**src/rtl/hcbd_pkg.sv**
```systemverilog
// Shared types and constants for the chunked body decoder.
package hcbd_pkg;

  localparam int BYTE_W      = 8;
  localparam int SIZE_W      = 32;
  localparam int COUNT_W     = 4;
  localparam int SIZE_DIGITS = 8;

  // Flags carried in tuser, from the lowest bit up
  localparam int USER_W       = 3;
  localparam int USER_PAYLOAD = 0;
  localparam int USER_DONE    = 1;
  localparam int USER_ERROR   = 2;

  typedef struct packed {
    logic              payload_valid;
    logic [BYTE_W-1:0] payload_byte;
    logic              chunk_last;
    logic              body_done;
    logic              format_error;
  } hcbd_result_t;

endpackage

```
**src/rtl/http_chunked_body_decoder.sv**
```systemverilog
// Top level of the HTTP/1.1 chunked transfer body decoder.
// Feed the raw body bytes, starting with the first chunk-size line, one item per
// byte; every input item yields exactly one result item. The block sustains one
// item per clock while m_tready does not stall the result register: the parse
// state (phase, remaining size, digit count) is updated combinationally as an
// item moves from the input register into the result register.
// Results carry the payload byte in tdata, payload/done/error flags in tuser and
// the last byte of each chunk on tlast. After an error or the end of a body the
// decoder waits for a new size line.
module http_chunked_body_decoder #(
  parameter int SIZE_DIGITS = hcbd_pkg::SIZE_DIGITS
) (
  input  logic                        clk,
  input  logic                        rst,
  // Input items
  input  logic                        s_tvalid,
  output logic                        s_tready,
  input  logic [hcbd_pkg::BYTE_W-1:0] s_tdata,  // [7:0] data_byte
  // Result items
  output logic                        m_tvalid,
  input  logic                        m_tready,
  output logic [hcbd_pkg::BYTE_W-1:0] m_tdata,  // [7:0] payload_byte
  output logic                        m_tlast,  // chunk_last
  output logic [hcbd_pkg::USER_W-1:0] m_tuser   // [0] payload_valid, [1] body_done,
                                                // [2] format_error
);
  import hcbd_pkg::*;

  logic              in_valid;
  logic [BYTE_W-1:0] in_byte;
  logic              out_ready;
  logic              advance;
  hcbd_result_t      res;

  assign out_ready = !m_tvalid || m_tready;
  assign advance   = in_valid && out_ready;
  assign s_tready  = !in_valid || out_ready;

  // Input register
  always_ff @(posedge clk) begin
    if (rst) begin
      in_valid <= 1'b0;
    end else if (s_tready) begin
      in_valid <= s_tvalid;
    end
  end

  always_ff @(posedge clk) begin
    if (s_tready && s_tvalid) begin
      in_byte <= s_tdata;
    end
  end

  hcbd_parse #(
    .SIZE_DIGITS(SIZE_DIGITS)
  ) u_parse (
    .clk      (clk),
    .rst      (rst),
    .step     (advance),
    .data_byte(in_byte),
    .res      (res)
  );

  // Result register
  always_ff @(posedge clk) begin
    if (rst) begin
      m_tvalid <= 1'b0;
    end else if (out_ready) begin
      m_tvalid <= in_valid;
    end
  end

  always_ff @(posedge clk) begin
    if (advance) begin
      m_tdata               <= res.payload_byte;
      m_tlast               <= res.chunk_last;
      m_tuser[USER_PAYLOAD] <= res.payload_valid;
      m_tuser[USER_DONE]    <= res.body_done;
      m_tuser[USER_ERROR]   <= res.format_error;
    end
  end

endmodule

```
**src/rtl/hcbd_parse.sv**
```systemverilog
// Chunked body parse state and per-byte result logic.
module hcbd_parse #(
  parameter int SIZE_DIGITS = hcbd_pkg::SIZE_DIGITS
) (
  input  logic                        clk,
  input  logic                        rst,
  input  logic                        step,
  input  logic [hcbd_pkg::BYTE_W-1:0] data_byte,
  output hcbd_pkg::hcbd_result_t      res
);
  import hcbd_pkg::*;

  localparam logic [3:0] PH_SIZE     = 4'd0;
  localparam logic [3:0] PH_EXT      = 4'd1;
  localparam logic [3:0] PH_SIZE_LF  = 4'd2;
  localparam logic [3:0] PH_DATA     = 4'd3;
  localparam logic [3:0] PH_DATA_CR  = 4'd4;
  localparam logic [3:0] PH_DATA_LF  = 4'd5;
  localparam logic [3:0] PH_TR_START = 4'd6;
  localparam logic [3:0] PH_TR_TEXT  = 4'd7;
  localparam logic [3:0] PH_TR_LF    = 4'd8;
  localparam logic [3:0] PH_FINAL_LF = 4'd9;

  localparam logic [BYTE_W-1:0] CH_CR   = 8'h0D;
  localparam logic [BYTE_W-1:0] CH_LF   = 8'h0A;
  localparam logic [BYTE_W-1:0] CH_SEMI = 8'h3B;
  localparam logic [BYTE_W-1:0] CH_SP   = 8'h20;
  localparam logic [BYTE_W-1:0] CH_TAB  = 8'h09;

  localparam logic [COUNT_W-1:0] MAX_DIGITS = COUNT_W'(SIZE_DIGITS);

  logic [3:0]         phase, phase_next;
  logic [SIZE_W-1:0]  remaining, remaining_next;
  logic [COUNT_W-1:0] digits, digits_next;

  logic       is_hex;
  logic [3:0] hex_val;

  // Hex digit decode, both cases
  always_comb begin
    is_hex  = 1'b1;
    hex_val = 4'd0;
    if (data_byte >= 8'h30 && data_byte <= 8'h39) begin
      hex_val = data_byte[3:0];
    end else if ((data_byte >= 8'h41 && data_byte <= 8'h46) ||
                 (data_byte >= 8'h61 && data_byte <= 8'h66)) begin
      hex_val = 4'(data_byte[2:0] + 3'd1) + 4'd8;
    end else begin
      is_hex = 1'b0;
    end
  end

  // Next state and result for the current byte
  always_comb begin
    logic err;
    err            = 1'b0;
    phase_next     = phase;
    remaining_next = remaining;
    digits_next    = digits;
    res            = '0;
    case (phase)
      PH_SIZE: begin
        if (is_hex) begin
          if (digits >= MAX_DIGITS || remaining[SIZE_W-1 -: 4] != 4'd0) begin
            err = 1'b1;
          end else begin
            remaining_next = {remaining[SIZE_W-5:0], hex_val};
            digits_next    = digits + COUNT_W'(1);
          end
        end else if (digits == '0) begin
          err = 1'b1;
        end else if (data_byte == CH_CR) begin
          phase_next = PH_SIZE_LF;
        end else if (data_byte == CH_SEMI || data_byte == CH_SP || data_byte == CH_TAB) begin
          phase_next = PH_EXT;
        end else begin
          err = 1'b1;
        end
      end
      PH_EXT: begin
        if (data_byte == CH_CR) phase_next = PH_SIZE_LF;
      end
      PH_SIZE_LF: begin
        if (data_byte != CH_LF) begin
          err = 1'b1;
        end else begin
          digits_next = '0;
          phase_next  = (remaining == '0) ? PH_TR_START : PH_DATA;
        end
      end
      PH_DATA: begin
        res.payload_valid = 1'b1;
        res.payload_byte  = data_byte;
        if (remaining <= SIZE_W'(1)) begin
          remaining_next = '0;
          res.chunk_last = 1'b1;
          phase_next     = PH_DATA_CR;
        end else begin
          remaining_next = remaining - SIZE_W'(1);
        end
      end
      PH_DATA_CR: begin
        if (data_byte == CH_CR) phase_next = PH_DATA_LF;
        else err = 1'b1;
      end
      PH_DATA_LF: begin
        if (data_byte == CH_LF) begin
          phase_next     = PH_SIZE;
          remaining_next = '0;
          digits_next    = '0;
        end else begin
          err = 1'b1;
        end
      end
      PH_TR_START: begin
        phase_next = (data_byte == CH_CR) ? PH_FINAL_LF : PH_TR_TEXT;
      end
      PH_TR_TEXT: begin
        if (data_byte == CH_CR) phase_next = PH_TR_LF;
      end
      PH_TR_LF: begin
        if (data_byte == CH_LF) phase_next = PH_TR_START;
        else err = 1'b1;
      end
      PH_FINAL_LF: begin
        if (data_byte == CH_LF) begin
          res.body_done  = 1'b1;
          phase_next     = PH_SIZE;
          remaining_next = '0;
          digits_next    = '0;
        end else begin
          err = 1'b1;
        end
      end
      default: begin
        err = 1'b1;
      end
    endcase
    // Any error drops back to waiting for a fresh size line
    if (err) begin
      phase_next     = PH_SIZE;
      remaining_next = '0;
      digits_next    = '0;
    end
    res.format_error = err;
  end

  // Parse state advances once per processed item
  always_ff @(posedge clk) begin
    if (rst) begin
      phase     <= PH_SIZE;
      remaining <= '0;
      digits    <= '0;
    end else if (step) begin
      phase     <= phase_next;
      remaining <= remaining_next;
      digits    <= digits_next;
    end
  end

endmodule

```
**config.mk**
```make
export PLATFORM = sky130hd
export DESIGN_NAME = http_chunked_body_decoder
export DESIGN_NICKNAME = d
export VERILOG_FILES = /design/src/rtl/hcbd_pkg.sv /design/src/rtl/http_chunked_body_decoder.sv /design/src/rtl/hcbd_parse.sv
export SDC_FILE = /design/constraint.sdc
export NUM_CORES = 1
export LEC_CHECK = 0
export ABC_AREA = 1
export BUFFER_PORTS_ARGS = -buffer_cell sky130_fd_sc_hd__buf_2
export CELL_PAD_IN_SITES_DETAIL_PLACEMENT = 0
export CELL_PAD_IN_SITES_GLOBAL_PLACEMENT = 1
export CORE_UTILIZATION = 47
export CTS_CLUSTER_DIAMETER = 150
export DETAILED_ROUTE_END_ITERATION = 12
export GPL_ROUTABILITY_DRIVEN = 0
export PLACE_DENSITY_LB_ADDON = 0.12
export SLEW_MARGIN = 20
export SYNTH_ARGS = -nofsm -noshare
export SYNTH_HDL_FRONTEND = slang
export SYNTH_SLANG_ARGS = --single-unit
```
**constraint.sdc**
```tcl
create_clock -name clk -period 6.7 [get_ports clk]
set_input_delay 0.67 -clock clk [delete_from_list [all_inputs] [get_ports clk]]
set_output_delay 0.67 -clock clk [all_outputs]
set_load 0.05 [all_outputs]
```
==> metrics.txt <==
# TYPE chip_impl_metric gauge
chip_impl_metric{name="cts_sinks",unit=""} 62
chip_impl_metric{name="synth.yosys.warnings",unit=""} 0
chip_impl_metric{name="post_cts.resized_instances",unit=""} 0
chip_impl_metric{name="fin_setup_tns",unit="ns"} 0
chip_impl_metric{name="maxSlewViolCount",unit=""} 0
chip_impl_metric{name="die-width",unit="um"} 97.3
chip_impl_info{name="grt_setup_unrepaired",value="no"} 1
chip_impl_metric{name="route.detailed.drc",unit=""} 0
chip_impl_metric{name="numCtsBuffers",unit=""} 9
chip_impl_metric{name="antenna-diode-count",unit=""} 0
chip_impl_metric{name="grt_antenna_before_repair",unit=""} 0
chip_impl_info{name="yosys_most_used_dff",value="dfxtp_1"} 1
chip_impl_metric{name="setup-violations-final",unit=""} 0
chip_impl_metric{name="clock_skew",unit="ns"} 0.0126
chip_impl_metric{name="worst-r2r-cell-count",unit=""} 9
chip_impl_metric{name="placement.setup.worst_slack",unit="ns"} 3.43
chip_impl_metric{name="holdBufCountCts",unit=""} 0
chip_impl_metric{name="synthArstFlopShare",unit=""} 0
chip_impl_metric{name="finalWorstPathRequiredPeriod",unit="ns"} 3.24
chip_impl_metric{name="io_buffers",unit=""} 25
chip_impl_metric{name="power.sequential.fraction",unit=""} 0.377
chip_impl_info{name="min_to",value="u_parse.remaining[0]$_SDFFE_PP0P_"} 1
chip_impl_metric{name="worst-endpoint-required",unit="ns"} 6.97
chip_impl_metric{name="clock_tree.buffer_depth",unit=""} 2
chip_impl_metric{name="multiInputGateArea",unit="um2"} 2470
chip_impl_metric{name="worstPathMaxFanout",unit=""} 38
chip_impl_metric{name="total_switching_power",unit="uW"} 407
chip_impl_metric{name="cellLeakagePower",unit="nW"} 2.15
chip_impl_metric{name="drt.antenna.violating_nets",unit=""} 0
chip_impl_metric{name="wire_length_of_the_first_global_routing_pass",unit="mm"} 19.0
chip_impl_metric{name="regArea",unit="um2"} 1440
chip_impl_metric{name="power_switching_share",unit=""} 0.366
chip_impl_metric{name="clockPowerShare",unit=""} 0.354
chip_impl_info{name="worstReg2RegStart",value="u_parse.phase[1]$_SDFFE_PP0P_"} 1
chip_impl_metric{name="grt_usage",unit=""} 0.249
chip_impl_metric{name="sequential_fraction_of_the_synthesis_area",unit=""} 0.338
chip_impl_metric{name="drt-vias-per-instance",unit=""} 5.19
chip_impl_info{name="run_status",value="finished clean"} 1
chip_impl_metric{name="dieArea",unit="um2"} 9460
chip_impl_metric{name="drt-initial-drc-count",unit=""} 308
chip_impl_metric{name="netlist_area",unit="um2"} 4270
chip_impl_metric{name="grt.overflow.total",unit=""} 0
chip_impl_metric{name="worst_ir_drop_vdd",unit="uV"} 157
chip_impl_info{name="cp-start-kind",value="register"} 1
chip_impl_info{name="timing.hold.worst.class",value="reg -> reg"} 1
chip_impl_metric{name="final_core_utilization",unit=""} 0.531
chip_impl_info{name="timing.rr.end",value="u_parse.remaining[11]$_SDFFE_PP0P_"} 1
chip_impl_metric{name="design.final.nets",unit=""} 720
chip_impl_metric{name="hpwl",unit="mm"} 7.84
chip_impl_metric{name="post-cts-setup-buffer-count",unit=""} 0
chip_impl_metric{name="worst_slew_margin_rel",unit=""} 0.486
chip_impl_metric{name="finish.cell_count_without_fillers",unit=""} 813
chip_impl_metric{name="final-hold-violation-count",unit=""} 0
chip_impl_metric{name="measured_slew_at_the_worst_slew_check_pin",unit="ns"} 0.769
chip_impl_metric{name="reg_clk_slew_reported_paths",unit="ns"} 0.08
chip_impl_metric{name="die_y",unit="um"} 97.3
chip_impl_info{name="worst_setup_path_startpoint",value="u_parse.phase[1]$_SDFFE_PP0P_"} 1
chip_impl_metric{name="synth.avg_cell_area",unit="um2"} 6.25
chip_impl_metric{name="achievable-frequency",unit="MHz"} 308
chip_impl_metric{name="overall_via_count_from_detail_route",unit=""} 4222
chip_impl_metric{name="synthToLayoutAreaGrowth",unit="%"} 9.15
chip_impl_metric{name="fill_cell_count",unit=""} 914
chip_impl_metric{name="starting_density_of_the_core",unit=""} 0.487
chip_impl_metric{name="whs_path_depth",unit=""} 2
chip_impl_metric{name="cts.htree.levels",unit=""} 3
chip_impl_info{name="end_kind",value="register"} 1
chip_impl_metric{name="drv.max_cap_violation_count",unit=""} 0
chip_impl_info{name="tritoncts",value="yes"} 1
chip_impl_metric{name="totalWireLength",unit="mm"} 11.2
chip_impl_metric{name="placedCellCount",unit=""} 797
chip_impl_info{name="hold_path_startpoint",value="u_parse.remaining[0]$_SDFFE_PP0P_"} 1
chip_impl_metric{name="post-route-period-util",unit=""} 0.484
chip_impl_metric{name="comb_power_share",unit=""} 0.268
chip_impl_metric{name="drt-wirelength-per-cell",unit="um"} 13.8
chip_impl_metric{name="ios",unit=""} 26
chip_impl_metric{name="row_count",unit=""} 34
chip_impl_metric{name="power.internal",unit="uW"} 705
chip_impl_info{name="timing.setup.critical_path_class",value="reg -> reg"} 1
chip_impl_metric{name="via_count_of_the_first_global_routing_pass",unit=""} 3872
chip_impl_metric{name="grt_start_max_net_pins",unit=""} 39
chip_impl_metric{name="first_pass_iters",unit=""} 5
chip_impl_metric{name="synth-edff-count",unit=""} 20
chip_impl_metric{name="power_density",unit="nW/um2"} 239
chip_impl_metric{name="core",unit="um2"} 8760
chip_impl_metric{name="reg2reg_slack",unit="ns"} 3.46
chip_impl_metric{name="synth-seq-cells",unit=""} 62
chip_impl_metric{name="mappedNetlistNets",unit=""} 703
chip_impl_metric{name="layout-drive-gt1-share",unit=""} 0.106
chip_impl_metric{name="finalWorstSetupSlack",unit="ns"} 3.46
chip_impl_info{name="clock_tree.root_cell",value="clkbuf_8"} 1
chip_impl_metric{name="worstSkewPairLatency",unit="ns"} 0.35
chip_impl_metric{name="worstPathArrival",unit="ns"} 3.51
chip_impl_metric{name="post_synth_inst_count",unit=""} 683
chip_impl_metric{name="synth.lib_cells_used.distinct",unit=""} 35
==> routing by layer <==
layer  wire length (um)  part of all wire  track usage  vias to the layer above
met5                  0                 0            0                        -
met4                 89            0.0079       0.0486                        0
met3                688             0.061       0.0561                        8
met2               4810              0.43        0.380                      129
met1               5650              0.50        0.362                     1879
li1                   -                 -            -                     2206
==> cell usage after synthesis (2+ instances only) <==
cell      instances  area, um2
a21oi_2           2       17.5
xnor2_1           9       78.8
nand2_1         225        845
nand3_2           2       20.0
o21bai_1          3       22.5
o21ai_0          17       85.1
dfxtp_1          42        841
o21ai_1           2       10.0
edfxtp_1         20        601
buf_8             2       30.0
inv_2            14       52.6
nor3_1            7       35.0
buf_2             8       40.0
nor2_1          127        477
inv_1            46        173
xor2_1           14        123
nor2_2            2       12.5
ha_1              8        100
nand3_1          35        175
buf_1             2       7.51
nand2_2           6       37.5
nand3b_1          3       22.5
nand4_1           7       43.8
a21oi_1          62        310
clkbuf_1          8       30.0
==> power by group through the flow <==
stage | clock (mW) | combinational [mW] | sequential [mW]
6_report | 0.394 | 0.298 | 0.419
5_1_grt | 0.418 | 0.336 | 0.422
4_1_cts | 0.404 | 0.296 | 0.419
3_5_place_dp | 0 | 0.295 | 0.428
3_3_place_gp | 0 | 0.295 | 0.428
2_1_floorplan | 0 | 0.226 | 0.433
==> through the flow <==
step           area [um2]  power (mW)  hold WS, ns
2_1_floorplan        4270       0.659        0.451
3_3_place_gp         4430       0.723        0.464
3_5_place_dp         4430       0.723        0.472
4_1_cts              4660        1.12        0.477
5_1_grt              4660        1.18        0.468
6_report             4660        1.11        0.491
==> flip-flops by register name, summed over array words and instances (netlist names) <==
name / count
u_parse.digits: 4
m_tlast: 1
m_tvalid: 1
in_valid: 1
m_tdata: 8
u_parse.remaining: 32
in_byte: 8
u_parse.phase: 4
m_tuser: 3
==> worst max-delay path by stage <==
stage / endpoint / slack [ns] / cells after the start
after floorplan: u_parse.remaining[4]$_SDFFE_PP0P_ / 4.34 / 9
after global placement: u_parse.remaining[6]$_SDFFE_PP0P_ / 3.55 / 9
after detailed placement: u_parse.remaining[11]$_SDFFE_PP0P_ / 3.43 / 9
after CTS: u_parse.remaining[11]$_SDFFE_PP0P_ / 3.45 / 9
after global routing: u_parse.remaining[7]$_SDFFE_PP0P_ / 3.19 / 10
final: u_parse.remaining[11]$_SDFFE_PP0P_ / 3.46 / 9
==> cells in the final DEF (no fill, tap or decap), types with 2 or more instances in the layout <==
cell type,n
inv_2,14
inv_1,46
o21bai_1,3
buf_4,3
nand3_1,35
buf_2,25
o21ai_0,17
nand3b_1,3
edfxtp_1,20
a21oi_1,62
nor2_2,4
ha_1,8
nor3_1,7
nand2_1,225
bufinv_16,2
xor2_1,14
nand2_2,6
nand4_1,7
xnor2_1,9
o21ai_1,2
dfxtp_1,42
clkbuf_8,9
nor2_1,125
a21oi_2,2
inv_6,2
nand3_2,2
==> final cells by class <==
| class | count | area share |
|---|---|---|
| multi-input cells | 538 | 0.531 |
| clock buffers | 9 | 0.0266 |
| repair buffers | 28 | 0.0317 |
| clock inverters | 7 | 0.0226 |
| flip-flops and latches | 62 | 0.310 |
| well taps | 108 | 0.0290 |
| inverters | 61 | 0.0492 |
==> cell families (layout without fill, tap and decap cells) <==
logic type               after synthesis  count (layout)  share of synthesized area
adder cells (fa/ha/maj)                8               8                     0.0235
buffers and inverters                 83             105                     0.0833
AND/OR/NAND/NOR                      418             418                      0.399
flip-flops                            62              62                      0.338
XOR/XNOR                              23              23                     0.0472
AO/OA/AOI/OAI                         89              89                      0.109
==> worst max-delay path, cell delays in order, from the launching register on <==
cell and delay [ns]:
dfxtp_1 0.56, nand3_1 0.54, inv_2 0.25, nor2_2 0.06, buf_4 0.24, nand4_1 0.16
nand2_2 0.44, inv_2 0.63, nand2_1 0.10, a21oi_1 0.16
Note: power is estimated with default switching activity, not from simulation.
